[src/serial_line_editor_defines.svh]
// ----------------------------------------------------------------------------
// serial_line_editor_defines
// Assertion macros for the serial line editor. The assertions compile away
// when SYNTH is defined.
// ----------------------------------------------------------------------------
`ifndef SERIAL_LINE_EDITOR_DEFINES_SVH
`define SERIAL_LINE_EDITOR_DEFINES_SVH

`ifndef SYNTH
`define SLE_ASSERT_IMPL(lbl, ante, cons) \
  lbl: assert property (@(posedge clk) disable iff (rst) (ante) |-> (cons)) \
    else $error("serial_line_editor: assertion failed");
`define SLE_ASSERT_NEXT(lbl, ante, cons) \
  lbl: assert property (@(posedge clk) disable iff (rst) (ante) |=> (cons)) \
    else $error("serial_line_editor: assertion failed");
`else
`define SLE_ASSERT_IMPL(lbl, ante, cons)
`define SLE_ASSERT_NEXT(lbl, ante, cons)
`endif

`endif

[src/sle_pkg.sv]
// ----------------------------------------------------------------------------
// sle_pkg
// Shared types, byte codes and result decode for the serial line editor.
// ----------------------------------------------------------------------------
package sle_pkg;

  localparam logic [7:0] BYTE_BS  = 8'd8;
  localparam logic [7:0] BYTE_LF  = 8'd10;
  localparam logic [7:0] BYTE_CR  = 8'd13;
  localparam logic [7:0] BYTE_ESC = 8'd27;
  localparam logic [7:0] BYTE_SP  = 8'd32;

  localparam int QUEUE_DEPTH = 2;

  typedef enum logic [2:0] {
    OP_SILENT,
    OP_CHAR,
    OP_BS,
    OP_EOL,
    OP_READ
  } op_kind_t;

  typedef struct packed {
    op_kind_t    kind;
    logic [7:0]  data;
    logic [6:0]  len;
  } op_t;

  typedef struct packed {
    logic push;
    op_t  op;
  } q_wr_t;

  typedef struct packed {
    logic valid;
    op_t  op;
  } q_rd_t;

  typedef struct packed {
    logic       echo_valid;
    logic [7:0] echo_byte;
    logic       line_done;
    logic [6:0] line_length;
    logic [7:0] read_char;
    logic       last;
  } res_t;

  function automatic logic storable(input logic [7:0] c);
    return (c == BYTE_SP) ||
           (c >= 8'h30 && c <= 8'h39) ||
           (c >= 8'h41 && c <= 8'h5a) ||
           (c >= 8'h61 && c <= 8'h7a);
  endfunction

  function automatic logic [1:0] last_beat(input op_kind_t kind);
    logic [1:0] n;
    unique case (kind)
      OP_BS:   n = 2'd2;
      OP_EOL:  n = 2'd1;
      default: n = 2'd0;
    endcase
    return n;
  endfunction

  function automatic res_t beat_result(input op_t op, input logic [1:0] beat);
    res_t r;
    r = '0;
    unique case (op.kind)
      OP_CHAR: begin
        r.echo_valid = 1'b1;
        r.echo_byte  = op.data;
        r.last       = 1'b1;
      end
      OP_READ: begin
        r.read_char = op.data;
        r.last      = 1'b1;
      end
      OP_BS: begin
        r.echo_valid = 1'b1;
        r.echo_byte  = (beat == 2'd1) ? BYTE_SP : BYTE_BS;
        r.last       = (beat == 2'd2);
      end
      OP_EOL: begin
        r.echo_valid = 1'b1;
        if (beat == 2'd0) begin
          r.echo_byte = BYTE_CR;
        end else begin
          r.echo_byte   = BYTE_LF;
          r.line_done   = 1'b1;
          r.line_length = op.len;
          r.last        = 1'b1;
        end
      end
      default: begin
        r.last = 1'b1;
      end
    endcase
    return r;
  endfunction

endpackage

[src/sle_req_if.sv]
// ----------------------------------------------------------------------------
// sle_req_if
// Input channel: received byte or line read command.
// ----------------------------------------------------------------------------
interface sle_req_if;
  logic       valid;
  logic       ready;
  logic       command;
  logic [7:0] rx_byte;
  logic [6:0] read_index;

  modport source (output valid, command, rx_byte, read_index, input ready);
  modport sink   (input valid, command, rx_byte, read_index, output ready);
endinterface

[src/sle_rsp_if.sv]
// ----------------------------------------------------------------------------
// sle_rsp_if
// Result channel: echo bytes, line completion and read data.
// ----------------------------------------------------------------------------
interface sle_rsp_if;
  logic       valid;
  logic       ready;
  logic       echo_valid;
  logic [7:0] echo_byte;
  logic       line_done;
  logic [6:0] line_length;
  logic [7:0] read_char;
  logic       last;

  modport source (output valid, echo_valid, echo_byte, line_done, line_length,
                  read_char, last, input ready);
  modport sink   (input valid, echo_valid, echo_byte, line_done, line_length,
                  read_char, last, output ready);
endinterface

[src/sle_front.sv]
// ----------------------------------------------------------------------------
// sle_front
// Accepts input transfers, tracks escape skip and fill count, owns the line
// store and hands one classified operation per input to the queue.
// ----------------------------------------------------------------------------
module sle_front #(
  parameter int LINE_LEN
) (
  input  logic          clk,
  input  logic          rst,
  sle_req_if.sink       req,
  output sle_pkg::q_wr_t qw,
  input  logic          q_full
);

  localparam int FW = $clog2(LINE_LEN + 1);
  localparam int AW = (LINE_LEN > 1) ? $clog2(LINE_LEN) : 1;

  logic [7:0]    mem [LINE_LEN];
  logic [7:0]    rdata;
  logic [FW-1:0] fill_count, fill_next;
  logic [1:0]    skip_count, skip_next;
  logic          st_valid;
  sle_pkg::op_t  st_op, op_next;
  logic          st_oor;
  logic          accept, we, oor;
  logic [FW+6:0] fill_ext;
  logic [AW+6:0] rix;

  assign req.ready = !st_valid || !q_full;
  assign accept    = req.valid && req.ready;
  assign fill_ext  = {7'd0, fill_count};
  assign rix       = {{AW{1'b0}}, req.read_index};
  assign oor       = {1'b0, req.read_index} >= 8'(LINE_LEN);

  always_comb begin
    fill_next    = fill_count;
    skip_next    = skip_count;
    we           = 1'b0;
    op_next.kind = sle_pkg::OP_SILENT;
    op_next.data = req.rx_byte;
    op_next.len  = fill_ext[6:0];
    if (req.command) begin
      op_next.kind = sle_pkg::OP_READ;
    end else if (skip_count != 2'd0) begin
      skip_next = skip_count - 2'd1;
    end else if (req.rx_byte == sle_pkg::BYTE_ESC) begin
      skip_next = 2'd2;
    end else if (req.rx_byte == sle_pkg::BYTE_BS) begin
      if (fill_count != '0) begin
        fill_next    = fill_count - 1'b1;
        op_next.kind = sle_pkg::OP_BS;
      end
    end else if (req.rx_byte == sle_pkg::BYTE_LF) begin
      fill_next    = '0;
      op_next.kind = sle_pkg::OP_EOL;
    end else if (sle_pkg::storable(req.rx_byte)) begin
      if (fill_count < FW'(LINE_LEN)) begin
        we           = 1'b1;
        fill_next    = fill_count + 1'b1;
        op_next.kind = sle_pkg::OP_CHAR;
      end else begin
        fill_next    = '0;
        op_next.kind = sle_pkg::OP_EOL;
      end
    end
  end

  always_ff @(posedge clk) begin
    if (rst) begin
      st_valid   <= 1'b0;
      fill_count <= '0;
      skip_count <= 2'd0;
    end else if (accept) begin
      st_valid   <= 1'b1;
      fill_count <= fill_next;
      skip_count <= skip_next;
    end else if (st_valid && !q_full) begin
      st_valid <= 1'b0;
    end
  end

  always_ff @(posedge clk) begin
    if (accept) begin
      st_op  <= op_next;
      st_oor <= oor;
      rdata  <= mem[rix[AW-1:0]];
      if (we) begin
        mem[fill_count[AW-1:0]] <= req.rx_byte;
      end
    end
  end

  always_comb begin
    qw.push    = st_valid && !q_full;
    qw.op      = st_op;
    if (st_op.kind == sle_pkg::OP_READ) begin
      qw.op.data = st_oor ? 8'd0 : rdata;
    end
  end

endmodule

[src/sle_queue.sv]
// ----------------------------------------------------------------------------
// sle_queue
// Short FIFO of classified operations between front and back.
// ----------------------------------------------------------------------------
module sle_queue (
  input  logic           clk,
  input  logic           rst,
  input  sle_pkg::q_wr_t qw,
  output logic           q_full,
  output sle_pkg::q_rd_t qr,
  input  logic           pop
);

  localparam int QAW = (sle_pkg::QUEUE_DEPTH > 1) ? $clog2(sle_pkg::QUEUE_DEPTH) : 1;

  sle_pkg::op_t   slots [sle_pkg::QUEUE_DEPTH];
  logic [QAW-1:0] wr_ptr, rd_ptr;
  logic [QAW:0]   count;

  assign q_full   = count == (QAW + 1)'(sle_pkg::QUEUE_DEPTH);
  assign qr.valid = count != '0;
  assign qr.op    = slots[rd_ptr];

  always_ff @(posedge clk) begin
    if (rst) begin
      wr_ptr <= '0;
      rd_ptr <= '0;
      count  <= '0;
    end else begin
      if (qw.push) begin
        wr_ptr <= (wr_ptr == QAW'(sle_pkg::QUEUE_DEPTH - 1)) ? '0 : wr_ptr + 1'b1;
      end
      if (pop) begin
        rd_ptr <= (rd_ptr == QAW'(sle_pkg::QUEUE_DEPTH - 1)) ? '0 : rd_ptr + 1'b1;
      end
      if (qw.push && !pop) begin
        count <= count + 1'b1;
      end else if (pop && !qw.push) begin
        count <= count - 1'b1;
      end
    end
  end

  always_ff @(posedge clk) begin
    if (qw.push) begin
      slots[wr_ptr] <= qw.op;
    end
  end

endmodule

[src/sle_back.sv]
// ----------------------------------------------------------------------------
// sle_back
// Expands each operation into its one to three result beats and drives the
// registered result channel.
// ----------------------------------------------------------------------------
module sle_back (
  input  logic           clk,
  input  logic           rst,
  input  sle_pkg::q_rd_t qr,
  output logic           pop,
  sle_rsp_if.source      rsp
);

  sle_pkg::op_t  cur;
  logic          cur_valid;
  logic [1:0]    beat;
  sle_pkg::res_t o_res;
  logic          o_valid;
  logic          load, advance, cur_last;

  assign load     = !o_valid || rsp.ready;
  assign cur_last = beat == sle_pkg::last_beat(cur.kind);
  assign advance  = cur_valid && load;
  assign pop      = qr.valid && (!cur_valid || (advance && cur_last));

  always_ff @(posedge clk) begin
    if (rst) begin
      o_valid   <= 1'b0;
      cur_valid <= 1'b0;
      beat      <= 2'd0;
    end else begin
      if (advance) begin
        o_valid <= 1'b1;
      end else if (load) begin
        o_valid <= 1'b0;
      end
      if (pop) begin
        cur_valid <= 1'b1;
        beat      <= 2'd0;
      end else if (advance) begin
        if (cur_last) begin
          cur_valid <= 1'b0;
        end
        beat <= cur_last ? 2'd0 : beat + 2'd1;
      end
    end
  end

  always_ff @(posedge clk) begin
    if (advance) begin
      o_res <= sle_pkg::beat_result(cur, beat);
    end
    if (pop) begin
      cur <= qr.op;
    end
  end

  assign rsp.valid       = o_valid;
  assign rsp.echo_valid  = o_res.echo_valid;
  assign rsp.echo_byte   = o_res.echo_byte;
  assign rsp.line_done   = o_res.line_done;
  assign rsp.line_length = o_res.line_length;
  assign rsp.read_char   = o_res.read_char;
  assign rsp.last        = o_res.last;

endmodule

[src/serial_line_editor.sv]
// ----------------------------------------------------------------------------
// serial_line_editor
// Inputs pass the front stage, queue, back op register and result register.
// One result per cycle while rsp.ready holds; an input takes 1, 2 or 3 beats
// (byte/read/silent, line end, backspace), set by the back result sequencer.
// Inputs are taken every cycle while the two-entry queue has room.
// Reset clears fill count, skip count and all valid flags; line store is kept.
// ----------------------------------------------------------------------------
`include "serial_line_editor_defines.svh"

module serial_line_editor #(
  parameter int LINE_LEN = 80
) (
  input  logic      clk,
  input  logic      rst,
  sle_req_if.sink   req,
  sle_rsp_if.source rsp
);

  sle_pkg::q_wr_t qw;
  sle_pkg::q_rd_t qr;
  logic           q_full;
  logic           pop;

  sle_front #(.LINE_LEN(LINE_LEN)) u_front (
    .clk    (clk),
    .rst    (rst),
    .req    (req),
    .qw     (qw),
    .q_full (q_full)
  );

  sle_queue u_queue (
    .clk    (clk),
    .rst    (rst),
    .qw     (qw),
    .q_full (q_full),
    .qr     (qr),
    .pop    (pop)
  );

  sle_back u_back (
    .clk (clk),
    .rst (rst),
    .qr  (qr),
    .pop (pop),
    .rsp (rsp)
  );

  `SLE_ASSERT_IMPL(a_done_is_lf, rsp.valid && rsp.line_done, rsp.last && rsp.echo_byte == sle_pkg::BYTE_LF)
  `SLE_ASSERT_IMPL(a_quiet_echo, rsp.valid && !rsp.echo_valid, rsp.echo_byte == 8'd0 && rsp.last)
  `SLE_ASSERT_NEXT(a_beats_follow, rsp.valid && rsp.ready && !rsp.last, rsp.valid)

endmodule
[src/flat_wrapper.sv]
// flat-port wrapper written by rule: the top's interface ports become plain ports
module serial_line_editor_flat 
#(
  parameter int LINE_LEN = 80
)
  (clk, rst, req_valid, req_command, req_rx_byte, req_read_index, req_ready, rsp_valid, rsp_echo_valid, rsp_echo_byte, rsp_line_done, rsp_line_length, rsp_read_char, rsp_last, rsp_ready);
  sle_req_if req_i ();
  sle_rsp_if rsp_i ();
  input  logic clk;
  input  logic rst;
  input wire logic [$bits(req_i.valid)-1:0] req_valid;
  input wire logic [$bits(req_i.command)-1:0] req_command;
  input wire logic [$bits(req_i.rx_byte)-1:0] req_rx_byte;
  input wire logic [$bits(req_i.read_index)-1:0] req_read_index;
  output wire logic [$bits(req_i.ready)-1:0] req_ready;
  output wire logic [$bits(rsp_i.valid)-1:0] rsp_valid;
  output wire logic [$bits(rsp_i.echo_valid)-1:0] rsp_echo_valid;
  output wire logic [$bits(rsp_i.echo_byte)-1:0] rsp_echo_byte;
  output wire logic [$bits(rsp_i.line_done)-1:0] rsp_line_done;
  output wire logic [$bits(rsp_i.line_length)-1:0] rsp_line_length;
  output wire logic [$bits(rsp_i.read_char)-1:0] rsp_read_char;
  output wire logic [$bits(rsp_i.last)-1:0] rsp_last;
  input wire logic [$bits(rsp_i.ready)-1:0] rsp_ready;
  assign req_i.valid = req_valid;
  assign req_i.command = req_command;
  assign req_i.rx_byte = req_rx_byte;
  assign req_i.read_index = req_read_index;
  assign req_ready = req_i.ready;
  assign rsp_valid = rsp_i.valid;
  assign rsp_echo_valid = rsp_i.echo_valid;
  assign rsp_echo_byte = rsp_i.echo_byte;
  assign rsp_line_done = rsp_i.line_done;
  assign rsp_line_length = rsp_i.line_length;
  assign rsp_read_char = rsp_i.read_char;
  assign rsp_last = rsp_i.last;
  assign rsp_i.ready = rsp_ready;
  serial_line_editor #(.LINE_LEN(LINE_LEN)) u_core (.clk(clk), .rst(rst), .req(req_i), .rsp(rsp_i));
endmodule
[config.mk]
export PLATFORM = sky130hd
export DESIGN_NAME = serial_line_editor_flat
export DESIGN_NICKNAME = d
export VERILOG_FILES = /design/src/sle_pkg.sv /design/src/sle_req_if.sv /design/src/sle_rsp_if.sv /design/src/sle_front.sv /design/src/sle_queue.sv /design/src/sle_back.sv /design/src/serial_line_editor.sv /design/src/flat_wrapper.sv
export VERILOG_INCLUDE_DIRS = /design/src /design/src/src
export SDC_FILE = /design/constraint.sdc
export NUM_CORES = 1
export LEC_CHECK = 0
export ABC_AREA = 0
export BUFFER_PORTS_ARGS = -buffer_cell sky130_fd_sc_hd__clkbuf_2
export CAP_MARGIN = 20
export CORE_ASPECT_RATIO = 1.4
export CORE_MARGIN = 5
export CORE_UTILIZATION = 65
export DETAILED_ROUTE_END_ITERATION = 6
export GPL_TIMING_DRIVEN = 0
export MAX_ROUTING_LAYER = met4
export PLACE_DENSITY_LB_ADDON = 0.12
export SLEW_MARGIN = 0
export SYNTH_ARGS = -nofsm -noshare
export SYNTH_HDL_FRONTEND = slang
export SYNTH_SLANG_ARGS = --single-unit
[constraint.sdc]
create_clock -name clk -period 5.5 [get_ports clk]
set_input_delay 0.825 -clock clk [delete_from_list [all_inputs] [get_ports clk]]
set_output_delay 0.825 -clock clk [all_outputs]
set_load 0.03 [all_outputs]
After elaboration in Yosys (flattened, before gate mapping)
Memory sizes are Yosys's and may differ from the RTL's. A register that Yosys moved wholly into a read port is not among the register bits.
Index checks and enable logic that the tools add are counted.
Widths: inputs -> output; s select.

word-level totals
  bits in writable memories = 676
  bits in registers = 63
  input port bits = 20
  memories kept = 2
  logic and storage cells = 142
  output and inout bits = 28

memory list
  memory                depth  bits a word  read ports  clocked after Yosys merged registers in  write ports  RTL line         RTL
  u_core.u_front.mem    80     8            1           1                                        1            sle_front.sv:19  logic [7:0] mem [LINE_LEN];
  u_core.u_queue.slots  2      18           1           1                                        1            sle_queue.sv:16  sle_pkg::op_t slots [sle_pkg::QUEUE_DEPTH];

operators by class
  reduce and logical (&&, ||, !) cells = 39
  add/subtract/negate cells = 8
  order comparisons = 8
  equality and inequality tests = 14
  mux-type cells = 47
  bitwise gates (word level) = 4

operators by type and width
  kind                 number
  $mux 7               5
  $pmux 9 s3           1
  $mux 8               3
  $mux 1               22
  $mux 2               9
  $eq 8x4->1 const B   2
  $ge 8x7->1 const B   2
  $le 8x7->1 const B   2
  $reduce_bool 2->1    8
  $mux 3               4
  $logic_and 1x1->1    10
  $eq 8x5->1 const B   1
  $eq 8x6->1 const B   1
  $ge 8x6->1 const B   1
  $le 8x6->1 const B   1
  $add 7x1->7 const B  1
  $ge 7x7->1 const B   1
  $lt 7x7->1 const B   1
  $reduce_bool 7->1    1
  $sub 7x1->7 const B  1
  $eq 3x2->1 const B   2
  $eq 3x3->1 const B   2
  $logic_not 1->1      6
  $logic_or 1x1->1     6
  other kinds (19)     27

Depth between registers and ports, before layout
Gate-level depths: netlist of run 1.

  depth in word-level cells = 14
  mapped depth = 11
  mapped depth without buffers = 10

Hierarchy
Synthesis of run 1 repeated with hierarchy kept, for this count alone.

second synthesis, totals
  cell total of the unflattened synthesis = 1,518
  area, all modules = 30,155.2 µm²

modules (own cells, without submodules)
  module     area an instance (µm²)  instances  sequential area each (µm²)  cells an instance
  sle_front  26,789.4                1          20,229.4                    1,322
  sle_back   1,855.5                 1          1,401.3                     118
  sle_queue  1,510.2                 1          1,181.1                     78

Least setup slack after synthesis of run 1
Ideal clock, no wire load.

  path type = input-to-reg
  from = input port req_rx_byte[1]
  to = memory u_core.u_front.mem[45][0] (enable)
  path slack = 2.107 ns
  stages = 7
  required time = 5.117 ns
  path buffers = 1
  arrival time = 3.009 ns
  library setup time = 0.383 ns
  cells stage by stage = buf_2 -> or4_1 -> a21boi_1 -> o31ai_4 -> nand3_4 -> or3_1 -> nor3_1

between the ends
  longest elaborated chain between the ends = 14
  elaborated cells between the ends (all ways) = 25
  those cells by class = 6 x order compare; 4 x eq/ne; 9 x mux; 6 x reduce/logical

RTL lines
  item                                             RTL line            RTL
  from (decl)                                      flat_wrapper.sv:13  input wire logic [$bits(req_i.rx_byte)-1:0] req_rx_byte;
  $ge 8x6->1 / $le 8x6->1 (equally long branches)  sle_pkg.sv:50       (c >= 8'h30 && c <= 8'h39) ||
  $logic_and 1x1->1                                sle_pkg.sv:50
  $logic_or 1x1->1                                 sle_pkg.sv:49       return (c == BYTE_SP) ||
  $logic_or 1x1->1                                 sle_pkg.sv:50
  $logic_or 1x1->1                                 sle_pkg.sv:51       (c >= 8'h41 && c <= 8'h5a) ||
  $mux 1                                           sle_front.sv:57     end else if (sle_pkg::storable(req.rx_byte)) begin
  $mux 1                                           sle_front.sv:54     end else if (req.rx_byte == sle_pkg::BYTE_LF) begin
  $mux 1                                           sle_front.sv:49     end else if (req.rx_byte == sle_pkg::BYTE_BS) begin
  $mux 1 (*)                                       sle_front.sv:47     end else if (req.rx_byte == sle_pkg::BYTE_ESC) begin
  $mux 1 (*)                                       sle_front.sv:45     end else if (skip_count != 2'd0) begin
  $mux 1 (*)                                       sle_front.sv:43     if (req.command) begin
  $mux 1 (*)                                       sle_front.sv:88     if (we) begin
  $mux 1 (*)                                       sle_front.sv:84     if (accept) begin
  $mux 1 (not written as such) (*)                 sle_front.sv:89     mem[fill_count[AW-1:0]] <= req.rx_byte;
  to (decl)                                        sle_front.sv:19

Every way passes the cells marked *; elsewhere a longest branch is shown, timed or not.

Worst setup path in the final report of run 1
  from = input port req_rx_byte[1]
  to = memory u_core.u_front.mem[71][4] (enable)

Same word-level chain as after synthesis.

==> results.json, run 1 <==
{
  "drt_wl_total_mm": 66.7,
  "pwr-share-clk_pct": 37.5,
  "synth.area.top_cells": "edfxtp_1 75%, mux4_2 12%, nor2_1 1.4%, mux2_2 1.2%, dfxtp_1 1.2%",
  "yosys_warnings": 0,
  "viasPerCell": 6.57,
  "grt_max_degree": 89,
  "timing.hold.ws_ns": 0.438,
  "area_growth_pct": 10.8,
  "htreeDepth": 3,
  "ios": 48,
  "fin_crit_sh_pct": 86.1,
  "initial_utilization_pct": 65.5,
  "ir_drop_uv": 350,
  "yosys_register_bits": 765,
  "async_flop_share_pct": 0,
  "fin_crit_ns": 4.74,
  "antenna_found_initial": 0,
  "drc_errors": 0,
  "ctsHoldBuffers": 0,
  "setup_viol": 0,
  "post_cts_resized": 0,
  "overflow": 0,
  "worstPathRequired_ns": 5.70,
  "num_rows": 93,
  "path_class": "input pin to flip-flop",
  "fin_cells": 2317,
  "die_w_um": 192,
  "wl_per_cell_um": 28.8,
  "gp_congestion": 0.961,
  "die_h_um": 265,
  "cts-buffers-inserted": 68,
  "total_power_mw": 12.4,
  "max_freq_mhz": 211,
  "swShare_pct": 22.0,
  "synth.top_cell.area_share_pct": 74.5,
  "synth.net_count": 1565,
  "syn_inst": 1536,
  "report.final.hold_viol_count": 0,
  "grt_pass1_wl_mm": 99.1,
  "placement.cell_area_mm2": 0.0312,
  "hold_path.class": "flip-flop to flip-flop",
  "fin_util_pct": 72.5,
  "diodes": 0,
  "final_net_count": 1684,
  "cp-start-kind": "input pin",
  "grt_pass1_vias": 15600,
  "syn_area_mm2": 0.0301,
  "relSlewSlack_pct": 21.0,
  "firstDrtPassIters": 5,
  "post-place-cells": 2201,
  "place_hpwl_mm": 43.2,
  "drt_iter0_drc": 1540,
  "root_buffer": "clkbuf_16",
  "insertion_delay_ns": 0.59,
  "fin_area_mm2": 0.0333,
  "fp.dieArea_mm2": 0.0508,
  "path_clk_slew_ns": 0.06,
  "switchingPower_mw": 2.73,
  "p_per_area_mw_per_mm2": 371,
  "tritoncts_num_sinks": 765,
  "yosysSeqAreaShare_pct": 75.7,
  "p_leak_nw": 10.6,
  "tightest_slew_ns": 1.18,
  "pwr-share-seq_pct": 54.2,
  "tritoncts": "done",
  "status": "finished clean",
  "intPower_mw": 9.65,
  "cts_setup_buffers": 0,
  "end_kind": "flip-flop",
  "cap_violations": 0,
  "clockBufferDepth": 3,
  "rsz0062_at_grt": "false",
  "p_comb_share_pct": 8.3,
  "synthFlopType": "edfxtp_1",
  "synth.avg_cell_area_um2": 19.6,
  "synthTopCellsByCount": "747 x edfxtp_1, 161 x mux4_2, 114 x nor2_1",
  "via_count": 15200,
  "fin_skew_ns": 0.0192,
  "synth_top_area_cell": "edfxtp_1",
  "path_max_fanout": 82,
  "final-max-slew-violation-count": 0,
  "crit_arrival_ns": 4.94,
  "port_buffers": 42,
  "ys_types": 57,
  "grtUsageTotal_pct": 27.7,
  "worst_slack_ns": 0.763,
  "post-place-ws_ns": 0.301,
  "finalSetupTns_ns": 0,
  "synth_edf_count": 747,
  "core_area_mm2": 0.0460,
  "drive_above_1_share_pct": 23.1,
  "antenna_left": 0,
  "synth_most_common_cell": "edfxtp_1"
}
==> registers in the layout, indices dropped and copies added, names as in the netlist, 2 cells and up <==
register and cells:
u_core.u_front.mem 640, u_core.u_back.rsp.echo_byte 8, u_core.u_front.st_op 8, u_core.u_front.rdata 8
u_core.u_back.rsp.read_char 8, u_core.u_front.skip_count 2, u_core.u_front.fill_count 7, u_core.u_front.qw 10
u_core.u_back.beat 2, u_core.u_queue.slots 36, u_core.u_back.rsp.line_length 7, u_core.u_back.cur 18
u_core.u_queue.count 2
==> power groups by stage <==
| stage | clock [mW] | sequential [mW] | combinational (mW) |
|---|---|---|---|
| after global placement | 0 | 6.83 | 0.983 |
| final | 4.65 | 6.70 | 1.03 |
| after global routing | 4.95 | 6.72 | 1.10 |
| after CTS | 4.71 | 6.71 | 1.04 |
| after detailed placement | 0 | 6.83 | 1.03 |
| after floorplan | 0 | 6.90 | 0.565 |
==> area by class of cell <==
cell class | instances | area (um2)
repair buffers | 49 | 320
clock buffers | 86 | 1850
clock inverters | 29 | 299
multi-input cells | 673 | 6880
well taps | 617 | 772
flip-flops and latches | 765 | 22800
fillers | 2634 | 12600
inverters | 15 | 56.3
plain buffers | 83 | 364
==> placed cells by master (no fill, tap or decap), drive strengths merged, types with 3 or more instances in the layout <==
master,netlist,layout
mux2,34,34
nor3,25,25
or2,3,3
bufinv,0,6
xor2,5,5
dfxtp,18,18
ha,9,9
a311oi,4,4
buf,38,45
a22oi,8,8
o221ai,6,6
clkinv,0,18
clkbuf,45,173
nand2,38,38
clkinvlp,0,4
inv,15,16
mux2i,32,32
nand2b,28,28
o21ai,25,25
a211oi,4,4
or4,4,4
o22ai,11,11
a2111oi,5,5
nor2b,24,24
and2,9,9
nor4,14,14
and3,11,11
a21oi,32,32
nand3b,5,5
edfxtp,747,747
nand3,13,13
nand4,4,4
nor2,122,122
nor3b,3,3
a221oi,9,9
or3,9,9
mux4,161,161
==> layer usage <==
layer / vias to the layer above / routed length (um) / global-route usage, %
li1: 6475 / - / -
met1: 7812 / 23200 / 33.9
met2: 763 / 35700 / 47.4
met3: 170 / 4980 / 4.27
met4: 0 / 2850 / 10.1
met5: - / 0 / -
==> kinds of logic after synthesis <==
logic type	share of synthesized area, %
buf+inv	1.40
flops	75.7
xor+xnor	0.175
compound gates	2.55
mux	14.4
simple gates	5.37
fa+ha+maj	0.374
==> path summary, 6_finish.rpt <==
kind	start	end	slack [ns]	cells past startpoint
min reg2reg	u_core.u_front.fill_count[6]	u_core.u_front.qw[6]	0.44	0
max	req_rx_byte[1]	u_core.u_front.mem[71][4]	0.76	7
min	u_core.u_front.fill_count[6]	u_core.u_front.qw[6]	0.44	0
max reg2reg	u_core.u_queue.count[0]	u_core.u_front.mem[71][4]	1.58	5
==> worst max-delay path: stages <==
cell and delay (ns):
clkbuf_4 0.51, buf_2 0.41, or4_1 0.43, a21boi_1 0.17, o31ai_4 0.37, nand4_1 1.01, nor2_1 1.11
Power figures use the tool's default switching activity.
==> inputs of run 2 (changes only) <==
--- a/config.mk
+++ b/config.mk
@@ -16,6 +16,7 @@
 export GPL_TIMING_DRIVEN = 0
 export MAX_ROUTING_LAYER = met4
 export PLACE_DENSITY_LB_ADDON = 0.12
+export REMOVE_ABC_BUFFERS = 1
 export SLEW_MARGIN = 0
 export SYNTH_ARGS = -nofsm -noshare
 export SYNTH_HDL_FRONTEND = slang
==> run 2 against run 1 <==
Net effect: sequential share of layout area is 0.54 points higher; critical endpoint is now u_core.u_front.mem[39][4]; largest cell class unchanged; maximum frequency is 3.4% higher; non-clock buffer count decreased by 76; register-to-register slack improved by 0.06 ns; die area stayed put; cell count is 3.0% lower.
==> results.json, run 2 (synthesis results as in run 1) <==
{
  "status": "finished clean",
  "hold_path.class": "flip-flop to flip-flop",
  "wl_met1_mm": 22.4,
  "ir_drop_uv": 302,
  "post_cts_resized": 0,
  "root_buffer": "clkbuf_16",
  "area_growth_pct": 9.94,
  "drt_iter0_drc": 1502,
  "path_clk_slew_ns": 0.06,
  "path_max_fanout": 87,
  "report.final.hold_viol_count": 0,
  "layout_commonest_cell": "edfxtp_1",
  "final-max-slew-violation-count": 0,
  "ctsHoldBuffers": 0,
  "cp-start-kind": "input pin",
  "cap_violations": 0,
  "firstDrtPassIters": 5,
  "die_h_um": 265,
  "clockBufferDepth": 3,
  "fin_crit_sh_pct": 83.3,
  "overflow": 0,
  "dr_wl_met3_mm": 3.76,
  "cts-buffers-inserted": 70,
  "fp.dieArea_mm2": 0.0508,
  "grt_pass1_vias": 14800,
  "wl_per_cell_um": 26.7,
  "insertion_delay_ns": 0.60,
  "rsz0062_at_grt": "false",
  "placement.cell_area_mm2": 0.0310,
  "via_count": 14500,
  "grt_pass1_wl_mm": 91.9,
  "antenna_left": 0,
  "setup_viol": 0,
  "antenna_found_initial": 0,
  "post-place-ws_ns": 0.347,
  "num_rows": 93,
  "initial_utilization_pct": 65.5,
  "p_per_area_mw_per_mm2": 369,
  "die_w_um": 192,
  "total_power_mw": 12.2,
  "fin_area_mm2": 0.0331,
  "worst_slack_ns": 0.919,
  "cts_setup_buffers": 0,
  "fin_util_pct": 72.0,
  "fin_skew_ns": 0.0185,
  "port_buffers": 47,
  "gp_congestion": 0.912,
  "met2WireLength_mm": 31.5,
  "tritoncts_num_sinks": 765,
  "post-place-cells": 2125,
  "p_leak_nw": 10.4,
  "largest_reg_flops": 640,
  "relSlewSlack_pct": 21.3,
  "crit_arrival_ns": 4.79,
  "drive_above_1_share_pct": 22.1,
  "viasPerCell": 6.46,
  "htreeDepth": 3,
  "drc_errors": 0,
  "final_cell_mix": "747 x edfxtp_1, 161 x mux4_2, 113 x nor2_1, 73 x clkbuf_16, 37 x nand2_1",
  "fin_cells": 2247,
  "ios": 48,
  "fillers": 2703,
  "fin_crit_ns": 4.58,
  "place_hpwl_mm": 36.1,
  "tightest_slew_ns": 1.18,
  "path_class": "input pin to flip-flop",
  "end_kind": "flip-flop",
  "worstPathRequired_ns": 5.71,
  "grtUsageTotal_pct": 25.3,
  "highest_layer": "met4",
  "max_freq_mhz": 218,
  "drt_wl_total_mm": 60.0,
  "grt_max_degree": 89,
  "finalSetupTns_ns": 0,
  "timing.hold.ws_ns": 0.448,
  "tritoncts": "done",
  "final_net_count": 1610,
  "core_area_mm2": 0.0460
}
## run 2: area by class of cell
cell class	instances	area (um2)	share of cell area, %
Antenna cell	1	2.50	0.00756
Clock buffer	94	1910	5.76
Clock inverter	26	194	0.586
Inverter	15	56.3	0.170
Multi-Input combinational cell	673	6890	20.8
Sequential cell	765	22800	68.9
Tap cell	617	772	2.33
Timing Repair Buffer	56	468	1.41
## run 2: report_power, final
part / switching [mW] / internal (mW) / leakage [nW] / total, mW
Combinational: 0.570 / 0.332 / 2.48 / 0.902
Clock: 1.97 / 2.57 / 1.03 / 4.54
Sequential: 0.114 / 6.64 / 6.92 / 6.75
Total: 2.65 / 9.54 / 10.4 / 12.2
## run 2: routing by layer
| metal | GRT usage [%] | vias up |
|---|---|---|
| met2 | 41.5 | 555 |
| met3 | 3.16 | 122 |
| met4 | 9.67 | 0 |
| met1 | 33.1 | 7508 |
| met5 | - | - |
| li1 | - | 6327 |
## run 2: final timing paths
kind / startpoint / endpoint / slack, ns / cells after the start
worst max-delay path: req_rx_byte[0] / u_core.u_front.mem[39][4] / 0.92 / 6
worst min-delay path: u_core.u_front.qw[6] / u_core.u_queue.slots[1][6] / 0.45 / 0
worst max register to register: u_core.u_front.fill_count[4] / u_core.u_front.mem[39][4] / 1.64 / 4
worst min register to register: u_core.u_front.qw[6] / u_core.u_queue.slots[1][6] / 0.45 / 0
## run 2: worst max-delay path, cell delays in order
cell and delay [ns]:
clkbuf_4 0.52, or4_1 0.69, a21boi_1 0.17, o31ai_4 0.40, nand4_1 1.00, nor2_1 1.10
==> inputs of run 3 (changes only) <==
--- a/config.mk
+++ b/config.mk
@@ -11,7 +11,7 @@
 export CAP_MARGIN = 20
 export CORE_ASPECT_RATIO = 1.4
 export CORE_MARGIN = 5
-export CORE_UTILIZATION = 65
+export CORE_UTILIZATION = 56
 export DETAILED_ROUTE_END_ITERATION = 6
 export GPL_TIMING_DRIVEN = 0
 export MAX_ROUTING_LAYER = met4
==> constraint.sdc (replaced) <==
create_clock -name clk -period 4.05 [get_ports clk]
set_input_delay 0.6075 -clock clk [delete_from_list [all_inputs] [get_ports clk]]
set_output_delay 0.6075 -clock clk [all_outputs]
set_load 0.03 [all_outputs]
==> run 3 against run 2 <==
Net effect: cell count increased by 4.6%; clock skew is essentially flat; register-to-register slack got worse by 1.1 ns; setup slack worse by 0.79 ns; core utilization fell by 9.0 points; wire length is 2.3% higher; total power increased by 37%; sequential share of layout area is 0.79 points lower; cell area grew 1.2%; sequential cell count is the same; first-iteration DRC count fell by 22%; die area grew 15%; largest power group unchanged.
==> results.json, run 3 (synthesis results as in run 1) <==
{
  "status": "finished clean",
  "rsz0062_at_grt": "true",
  "layout_commonest_cell": "edfxtp_1",
  "fillers": 3655,
  "worstPathRequired_ns": 4.27,
  "fin_crit_ns": 3.92,
  "ios": 48,
  "initial_utilization_pct": 56.6,
  "clockBufferDepth": 3,
  "switchingPower_mw": 3.67,
  "gp_congestion": 0.821,
  "p_leak_nw": 10.5,
  "via_count": 14300,
  "cap_violations": 0,
  "firstDrtPassIters": 5,
  "setup_viol": 0,
  "insertion_delay_ns": 0.60,
  "grtUsageTotal_pct": 22.0,
  "die_w_um": 206,
  "place_hpwl_mm": 37.7,
  "fin_cells": 2351,
  "fin_skew_ns": 0.0189,
  "timing.hold.ws_ns": 0.232,
  "cp_slowest_cell": "nor2_1",
  "ir_drop_uv": 364,
  "crit_arrival_ns": 4.14,
  "cp_cell_sequence": "clkbuf_4 > or4b_1 > nor2_1 > a2111oi_2 > nand3_4 > or3_1 > nor2_1",
  "report.final.hold_viol_count": 0,
  "path_class": "input pin to flip-flop",
  "drt_wl_total_mm": 61.4,
  "final_net_count": 1618,
  "antenna_found_initial": 0,
  "regArea_mm2": 0.0228,
  "num_rows": 100,
  "max_freq_mhz": 255,
  "pwr-share-seq_pct": 55.0,
  "drive_above_1_share_pct": 23.9,
  "tritoncts": "done",
  "post-place-cells": 2228,
  "p_comb_share_pct": 7.7,
  "cts-buffers-inserted": 70,
  "grt_pass1_vias": 14700,
  "path_max_fanout": 85,
  "cpPeakStageDelay_ns": 0.86,
  "overflow": 0,
  "placement.cell_area_mm2": 0.0313,
  "path_clk_slew_ns": 0.06,
  "final_cell_mix": "747 x edfxtp_1, 161 x mux4_2, 94 x nor2_1, 75 x clkbuf_16, 37 x nand2_1",
  "drt_iter0_drc": 1176,
  "area_growth_pct": 11.2,
  "total_power_mw": 16.7,
  "grt_max_degree": 94,
  "pwr-share-clk_pct": 37.4,
  "intPower_mw": 13.0,
  "root_buffer": "clkbuf_16",
  "drc_errors": 0,
  "hold_path.class": "input pin to flip-flop",
  "fp.dieArea_mm2": 0.0585,
  "viasPerCell": 6.07,
  "multiInputGateArea_mm2": 0.00694,
  "largest_reg_flops": 640,
  "die_h_um": 284,
  "fin_area_mm2": 0.0335,
  "core_area_mm2": 0.0532,
  "fin_crit_sh_pct": 96.8,
  "diodes": 0,
  "end_kind": "flip-flop",
  "grt_pass1_wl_mm": 92.7,
  "port_buffers": 47,
  "tritoncts_num_sinks": 765,
  "swShare_pct": 22.0,
  "relSlewSlack_pct": 31.1,
  "tightest_slew_ns": 1.03,
  "crit_path_frequent_cell": "nor2_1",
  "final-max-slew-violation-count": 0,
  "ctsHoldBuffers": 0,
  "p_per_area_mw_per_mm2": 498,
  "antenna_left": 0,
  "cp-start-kind": "input pin",
  "htreeDepth": 3,
  "wl_per_cell_um": 26.1
}
-- run 3: cell types whose count changed in the layout (fill, tap and decap cells not counted), sizes merged --
cell,before,now
clkbuf,141,138
diode,1,0
bufinv,3,2
inv,15,16
clkinv,22,25
buf,9,17
-- run 3: repair_timing --
| action | 4_1_cts | 5_1_grt |
|---|---|---|
| buffers inserted | 0 | 2 |
| gates resized for setup | 9 | 9 |
| setup endpoints to repair | 106 | 82 |
| pin swaps | 0 | 1 |
-- run 3: area by class of cell --
type                            count  share of cell area (%)
Tap cell                          714                    2.67
Sequential cell                   765                    68.1
Inverter                           15                   0.168
Multi-Input combinational cell    673                    20.7
Clock inverter                     29                   0.565
Clock buffer                       91                    5.82
Timing Repair Buffer               64                    1.93
-- run 3: layer usage --
metal	GRT usage (%)	share of wire [%]
met5	-	0
met4	7.89	3.3
met3	2.66	5.0
met2	36.0	52
met1	29.0	40
-- run 3: metrics by stage --
step,util (%),setup WS [ns],TNS (ns)
2_1_floorplan,-,0.896,0
3_3_place_gp,58.0,-3.99,-723.91
3_5_place_dp,58.8,-0.780,-268.60
4_1_cts,62.8,-0.158,-7.27
5_1_grt,62.9,-0.000642,-0.000642
6_report,62.9,0.131,0
-- run 3: power groups by stage --
| stage | clock (mW) | combinational (mW) | sequential (mW) |
|---|---|---|---|
| 4_1_cts | 6.35 | 1.30 | 9.16 |
| 2_1_floorplan | 0 | 0.617 | 9.42 |
| 3_3_place_gp | 0 | 1.28 | 9.34 |
| 3_5_place_dp | 0 | 1.29 | 9.34 |
| 6_report | 6.23 | 1.28 | 9.16 |
| 5_1_grt | 6.68 | 1.39 | 9.19 |
-- run 3: final timing paths --
kind	from	slack [ns]	depth (start not counted)	end
min reg2reg	u_core.u_front.qw[6]	0.45	0	u_core.u_queue.slots[0][6]
max	req_rx_byte[6]	0.13	7	u_core.u_front.mem[76][5]
max reg2reg	u_core.u_front.fill_count[4]	0.54	5	u_core.u_front.mem[76][5]
min	req_command	0.23	1	u_core.u_front.qw[17]
-- run 3: critical path: cells and delay by family --
kind                   cells  cell delay, ns
AOI/OAI and AO/OA          1            0.54
and+or+nand+nor            5            2.19
buffers and inverters      1            0.72
